File: config.mk
export PLATFORM = sky130hd
export DESIGN_NAME = ppts_scale
export DESIGN_NICKNAME = d
export VERILOG_FILES = /design/src/hw/rtl/perspective_projection_to_screen_macros.svh /design/src/hw/rtl/ppts_pkg.sv /design/src/hw/rtl/ppts_scale.sv
export SDC_FILE = /design/constraint.sdc
export NUM_CORES = 2
export LEC_CHECK = 0
export ABC_AREA = 1
export BUFFER_PORTS_ARGS = -buffer_cell sky130_fd_sc_hd__buf_2
export CORE_MARGIN = 8
export CORE_UTILIZATION = 65
export DETAILED_ROUTE_END_ITERATION = 10
export HOLD_SLACK_MARGIN = 0.12
export PLACE_DENSITY_LB_ADDON = 0.3
export SLEW_MARGIN = 20
export SYNTH_ARGS = -nofsm -noshare
export SYNTH_HDL_FRONTEND = slang
export SYNTH_SLANG_ARGS = --single-unit
File: constraint.sdc
create_clock -name clk -period 20.1 [get_ports clk]
set_clock_uncertainty 0.2 [all_clocks]
set_input_delay 4.02 -clock clk [delete_from_list [all_inputs] [get_ports clk]]
set_output_delay 4.02 -clock clk [all_outputs]
set_load 0.05 [all_outputs]
File: src/hw/rtl/perspective_projection_to_screen_macros.svh
// Assertion macros for the perspective projection block.
// Taken in by the top module, which checks its own pipeline behavior.
`ifndef PERSPECTIVE_PROJECTION_TO_SCREEN_MACROS_SVH
`define PERSPECTIVE_PROJECTION_TO_SCREEN_MACROS_SVH

// Same-cycle implication, disabled while reset is low.
`define PPTS_ASSERT_IMP(lbl, clk, rst_n, ante, cons) \
  lbl: assert property (@(posedge clk) disable iff (!rst_n) (ante) |-> (cons)) \
    else $error("ppts check failed");

// Next-cycle implication, checked during reset as well.
`define PPTS_ASSERT_NXT(lbl, clk, ante, cons) \
  lbl: assert property (@(posedge clk) (ante) |=> (cons)) \
    else $error("ppts check failed");

`endif

File: src/hw/rtl/ppts_pkg.sv
// Shared types, widths and codes for the perspective projection block.
// No dependencies.
`timescale 1ns / 1ps
package ppts_pkg;

  localparam int unsigned COORD_W   = 32;
  localparam int unsigned FRAC_W    = 16;
  localparam int unsigned HOM_W     = 50;  // homogeneous x, y, z, w
  localparam int unsigned QUO_W     = 48;  // quotient bits below the clamp
  localparam int unsigned Q_W       = 50;  // signed ratio, magnitude up to 2^48
  localparam int unsigned SCR_W     = 13;
  localparam int unsigned CFG_IDX_W = 1;
  localparam int unsigned PROD_W    = 65;

  typedef enum logic {
    REQ_COEF  = 1'b0,
    REQ_POINT = 1'b1
  } req_t;

  typedef enum logic [CFG_IDX_W-1:0] {
    CFG_SCREEN_WIDTH  = 1'b0,
    CFG_SCREEN_HEIGHT = 1'b1
  } cfg_idx_t;

  localparam logic [SCR_W-1:0] WIDTH_RST  = 13'd2560;
  localparam logic [SCR_W-1:0] HEIGHT_RST = 13'd1600;

  typedef logic signed [HOM_W-1:0] hom_t;
  typedef logic signed [Q_W-1:0]   ratio_t;

  typedef struct packed {
    logic valid;
    logic w_zero;
  } ctl_t;

  function automatic logic signed [COORD_W-1:0] sat32(input logic signed [PROD_W-1:0] v);
    logic signed [PROD_W-1:0] hi;
    logic signed [PROD_W-1:0] lo;
    hi = PROD_W'(signed'(32'sh7fffffff));
    lo = PROD_W'(signed'(32'sh80000000));
    if (v > hi) begin
      sat32 = 32'sh7fffffff;
    end else if (v < lo) begin
      sat32 = 32'sh80000000;
    end else begin
      sat32 = v[COORD_W-1:0];
    end
  endfunction

endpackage

File: src/hw/rtl/ppts_scale.sv
// Viewport scaling and saturation stages, plus the result register.
// Depends on ppts_pkg.
`timescale 1ns / 1ps
module ppts_scale (
  input  logic                                clk,
  input  logic                                rst_n,
  input  logic                                en,
  input  ppts_pkg::ctl_t                      ctl,
  input  ppts_pkg::ratio_t                    qx,
  input  ppts_pkg::ratio_t                    qy,
  input  ppts_pkg::ratio_t                    qz,
  input  logic [ppts_pkg::SCR_W-1:0]          width,
  input  logic [ppts_pkg::SCR_W-1:0]          height,
  output logic                                out_valid,
  output logic signed [ppts_pkg::COORD_W-1:0] sx,
  output logic signed [ppts_pkg::COORD_W-1:0] sy,
  output logic signed [ppts_pkg::COORD_W-1:0] dz,
  output logic                                wz
);

  localparam int unsigned PW = ppts_pkg::PROD_W;
  localparam int unsigned TW = ppts_pkg::Q_W + 1;

  logic signed [TW-1:0] tx;
  logic signed [TW-1:0] ty;
  logic signed [PW-1:0] px_r;
  logic signed [PW-1:0] py_r;
  ppts_pkg::ratio_t     qz_r;
  logic                 wz_r;
  logic                 va_r;

  logic signed [ppts_pkg::COORD_W-1:0] sx_r;
  logic signed [ppts_pkg::COORD_W-1:0] sy_r;
  logic signed [ppts_pkg::COORD_W-1:0] dz_r;
  logic                                wzo_r;
  logic                                vo_r;

  assign tx = TW'(signed'(32'sh10000)) + TW'(qx);
  assign ty = TW'(signed'(32'sh10000)) - TW'(qy);

  // Stage A: scale by the viewport size.
  always_ff @(posedge clk) begin
    if (en) begin
      px_r <= PW'(tx) * PW'(signed'({1'b0, width}));
      py_r <= PW'(ty) * PW'(signed'({1'b0, height}));
      qz_r <= qz;
      wz_r <= ctl.w_zero;
    end
  end

  // Stage B: halve, saturate, force zero on a zero w.
  always_ff @(posedge clk) begin
    if (en) begin
      if (wz_r) begin
        sx_r <= '0;
        sy_r <= '0;
        dz_r <= '0;
      end else begin
        sx_r <= ppts_pkg::sat32(px_r >>> 1);
        sy_r <= ppts_pkg::sat32(py_r >>> 1);
        dz_r <= ppts_pkg::sat32(PW'(qz_r));
      end
      wzo_r <= wz_r;
    end
  end

  always_ff @(posedge clk) begin
    if (!rst_n) begin
      va_r <= 1'b0;
      vo_r <= 1'b0;
    end else if (en) begin
      va_r <= ctl.valid;
      vo_r <= va_r;
    end
  end

  assign out_valid = vo_r;
  assign sx = sx_r;
  assign sy = sy_r;
  assign dz = dz_r;
  assign wz = wzo_r;

endmodule

# After elaboration in Yosys (flattened, before gate mapping)
# Index checks and enable logic that the tools add are counted.
[totals] register_bits=280 latchBits=0 mem_bits_rw=0 mem_bits_ro=0 input_bits=181 wordCells=32 memories=0
[classes] n_addsub=2 multipliers=2 n_div=0 magnitude_cmp=6 eq_ne=0 n_shift=0 mux=6 bitwise_logic=0 reduce_logical=3
[ops] op="$mul A51 B14 Y65" n=2
[ops] op="$gt A64 B32 Y1 const B" n=2
[ops] op="$lt A64 B32 Y1 const B" n=2
[ops] op="$mux W32" n=3
[ops] op="$mux W31" n=3
[ops] op="$add A18 B50 Y51 const A" n=1
[ops] op="$sub A18 B50 Y51 const A" n=1
[ops] op="$gt A50 B32 Y1 const B" n=1
[ops] op="$lt A50 B32 Y1 const B" n=1
[ops] op="$reduce_or A2 Y1" n=3

# Longest topological paths before layout
[depth] word_depth=3 mapped_depth=38 depth_no_buf=38

# Worst setup path before layout
# Ideal clock, no wire load.
[synth_path] kind="input to register" startpoint="in qy[0]" endpoint="reg py_r[60] (data pin)" setup_time_ns=0.252 arrival_ns=10.158 t_required_ns=19.648 setup_slack_ns=9.490 path_stages=32 n_path_buf=2 cell_sequence="clkbuf_1 inv_1 ha_1 nand3_2 nor2_2 nand2_1 o21ai_2 nand2_2 or2_0 buf_2 nand2_4 nor2_1 fa_1 inv_1 fa_1 inv_1 fa_1 fa_1 fa_1 inv_1 fa_1 inv_1 ha_1 nand2_1 nor2_1 inv_1 nor3_1 nand2_1 nor3_1 nand2_1 nand3_1 nand2_1"
[synth_via] elab_chain_cells=2
[synth_rtl] element="from (decl)" line_no="ppts_scale.sv:10" rtl="input ppts_pkg::ratio_t qy,"
[synth_rtl] element="$sub A18 B50 Y51" line_no="ppts_scale.sv:39" rtl="assign ty = TW'(signed'(32'sh10000)) - TW'(qy);"
[synth_rtl] element="$mul A51 B14 Y65" line_no="ppts_scale.sv:45" rtl="py_r <= PW'(ty) * PW'(signed'({1'b0, height}));"
[synth_rtl] element="to (signal assigned)" line_no="ppts_scale.sv:45"
[synth_rtl] element="to (decl)" line_no="ppts_scale.sv:27" rtl="logic signed [PW-1:0] py_r;"
# No other way between the ends.
# A chain may end at the register's enable or synchronous reset.

# Final worst setup path
[layout_path] startpoint="in qy[0]" endpoint="reg py_r[56] (data pin)"
# The elaborated chain is that of the path after synthesis.

==> results.tsv <==
metric	value	unit
result of the run	complete, no violations	
RSZ-0062 raised after global routing	false	
count of endpoints failing hold in the final timing report	0	
Rel. slew slack	18.0	%
aggregate negative setup slack	0	ns
maximum number of pins on one net before global-route repair	140	
WL/cell	20.9	um
combined global-route utilization of all metal layers	37.0	%
Port-buffer cells	278	
kind of end point of the critical path	register	
min setup slack post-route	8.18	ns
core region area	0.0914	mm^2
Post-CTS Resized	0	
clock-pin slew on the worst setup and hold paths	0.07	ns
Final nets	9390	
final-report setup violation count	0	
die outline area	0.102	mm^2
Critical Setup Path Class	in -> reg	
Clock Tree Root	sky130_fd_sc_hd__clkbuf_16	
Initial Utilization	65.4	%
global-route wire length before repair	296000	um
maximum single-stage delay on the critical path	0.64	ns
Post-CTS Repair Setup Buffers	0	
actual slew at the worst max-slew pin	1.23	ns
Congestion Overflow GR	0	
cell with the largest stage delay on the worst path	sky130_fd_sc_hd__a21oi_1	
number of synthesized register bits	278	
Synthesis Warnings	0	
per-cell via count in the routed design	5.75	
number of H-tree levels	1	
Final Wtd Congestion	1.03	
Period minus WS final	11.92	ns
CTS tree	done	
width of the chip	319	um
number of buffers on the longest clock path	3	
number of global-route vias before repair	53170	
sequential-to-total area share from yosys stat	13.9	%
count of routing violations after the opening detailed-route iteration	6132	
number of placement rows	111	
Routed WL	187000	um
data arrival time at the worst-slack endpoint	12.04	ns
CP max FO	14	
leading cell types by total area after synthesis	sky130_fd_sc_hd__fa_1 (39%), sky130_fd_sc_hd__edfxtp_1 (14%), sky130_fd_sc_hd__nand2_1 (12%), sky130_fd_sc_hd__inv_1 (12%), sky130_fd_sc_hd__ha_1 (6.1%)	
post-synthesis cell area	0.0598	mm^2
Layout Area Growth over Synthesis	5.48	%
Synth cell types	56	
Antenna Nets Post-Route	0	
count of mapped cells out of synthesis	7599	
Slew Limit Fails	0	
worst setup timing slack at the placement stage	7.91	ns
average cell area after synthesis	7.86	um^2
Residual DRC	0	
initial antenna violation count	7	
total clock sinks	278	
first-pass detailed-route iteration total	7	
biggest area consumer among synthesized cells	sky130_fd_sc_hd__fa_1	
portion of synthesized cell area occupied by the leading cell type	39.3	%
Maximum Capacitance Violations	0	
Vias	51444	
final worst path period share	59.3	%
CTS Hold Bufs	0	
kind of start point of the critical path	primary input	
HPWL after detailed placement	156000	um
class of the most critical hold timing path	reg -> reg	
Peak Freq	83.9	MHz
IO Pins	279	
worst endpoint required time	20.22	ns
Synthesized Nets	9244	
number of buffers created by CTS	24	
share of cells above drive strength 1	5.95	%
height of the chip	319	um
insertion delay to the later sink of the worst-skew pair	0.56	ns
==> registers in the layout, indices dropped and copies added, names as in the netlist, 32 cells and up <==
| name | flops |
|---|---|
| sx | 32 |
| qz_r | 50 |
| px_r | 64 |
| py_r | 64 |
| sy | 32 |
| dz | 32 |
==> worst paths after layout <==
path         startpoint   endpoint  slack, ns  cells after the start
max reg2reg    px_r[32]     sx[20]      17.46                      8
max               qy[0]   py_r[56]       8.18                     28
min           out_valid  out_valid       0.31                      2
min reg2reg   out_valid  out_valid       0.31                      2
==> Yosys cell counts (all sizes together) <==
| master | n |
|---|---|
| or2 | 24 |
| o31ai | 2 |
| nand2b | 1 |
| o22ai | 1 |
| nand2 | 1891 |
| a21oi | 261 |
| nor2 | 864 |
| a21boi | 2 |
| o21bai | 40 |
| edfxtp | 276 |
| buf | 27 |
| a31oi | 1 |
| nand4 | 74 |
| nor4 | 22 |
| o21ai | 93 |
| a21o | 5 |
| o211ai | 2 |
| nor4b | 1 |
| nor3b | 1 |
| dfxtp | 2 |
| nand3b | 10 |
| nor3 | 53 |
| ha | 290 |
| and2 | 3 |
| a31o | 1 |
| clkinv | 22 |
| nand3 | 323 |
| xnor2 | 11 |
| inv | 1880 |
| o21a | 5 |
| fa | 1174 |
| clkbuf | 165 |
| xor2 | 72 |
==> area by class of cell <==
| class | count | area [um^2] |
|---|---|---|
| Tap cell | 1186 | 1480 |
| Clock buffer | 27 | 612 |
| Timing Repair Buffer | 312 | 1660 |
| Sequential cell | 278 | 8330 |
| Clock inverter | 17 | 206 |
| Antenna cell | 5 | 12.5 |
| Multi-Input combinational cell | 5227 | 43600 |
| Inverter | 1902 | 7140 |
| Fill cell | 7578 | 28400 |
==> per-stage QoR <==
step | instance area (um^2) | util, % | std cells | hold WS [ns]
after floorplan | 59800 | - | 7599 | 0.224
after global placement | 62200 | 68.0 | 8905 | 0.268
after detailed placement | 62200 | 68.0 | 8905 | 0.293
after CTS | 63000 | 68.9 | 8949 | 0.312
after global routing | 63000 | 69.0 | 8949 | 0.354
final | 63000 | 69.0 | 8954 | 0.309
==> placed cells by master (no fill, tap or decap), types with 23 or more instances in the layout <==
cell / n
sky130_fd_sc_hd__xor2_1: 69
sky130_fd_sc_hd__nor2_1: 849
sky130_fd_sc_hd__edfxtp_1: 276
sky130_fd_sc_hd__fa_1: 1174
sky130_fd_sc_hd__o21ai_0: 76
sky130_fd_sc_hd__a21oi_1: 261
sky130_fd_sc_hd__nand2_1: 1868
sky130_fd_sc_hd__nor3_1: 51
sky130_fd_sc_hd__nand3_1: 316
sky130_fd_sc_hd__ha_1: 290
sky130_fd_sc_hd__buf_2: 277
sky130_fd_sc_hd__inv_1: 1863
sky130_fd_sc_hd__clkbuf_16: 24
sky130_fd_sc_hd__nand4_1: 73
sky130_fd_sc_hd__o21bai_1: 38
sky130_fd_sc_hd__buf_4: 34
sky130_fd_sc_hd__clkinv_1: 23
==> critical path: cells and delay by family <==
kind,cells,cell delay [ns]
adders and majority gates,8,3.80
buffers and inverters,8,1.53
and+or+nand+nor,11,2.02
AOI/OAI and AO/OA,1,0.64
==> metal layers <==
layer | vias up | routed length, um | global-route usage (%)
met2 | 3424 | 79400 | 55.2
met5 | - | 172 | 0.992
met1 | 24853 | 74000 | 52.0
li1 | 22682 | - | -
met3 | 476 | 28100 | 12.7
met4 | 9 | 5820 | 9.30
==> logic make-up after synthesis <==
family	share of synthesized area, %
compound gates	3.93
flops	13.9
xor+xnor	1.32
buf+inv	13.2
fa+ha+maj	45.4
simple gates	22.2
Power is not shown: default switching activity piles up to over one toggle a cycle in this logic, so the estimate is an artifact.
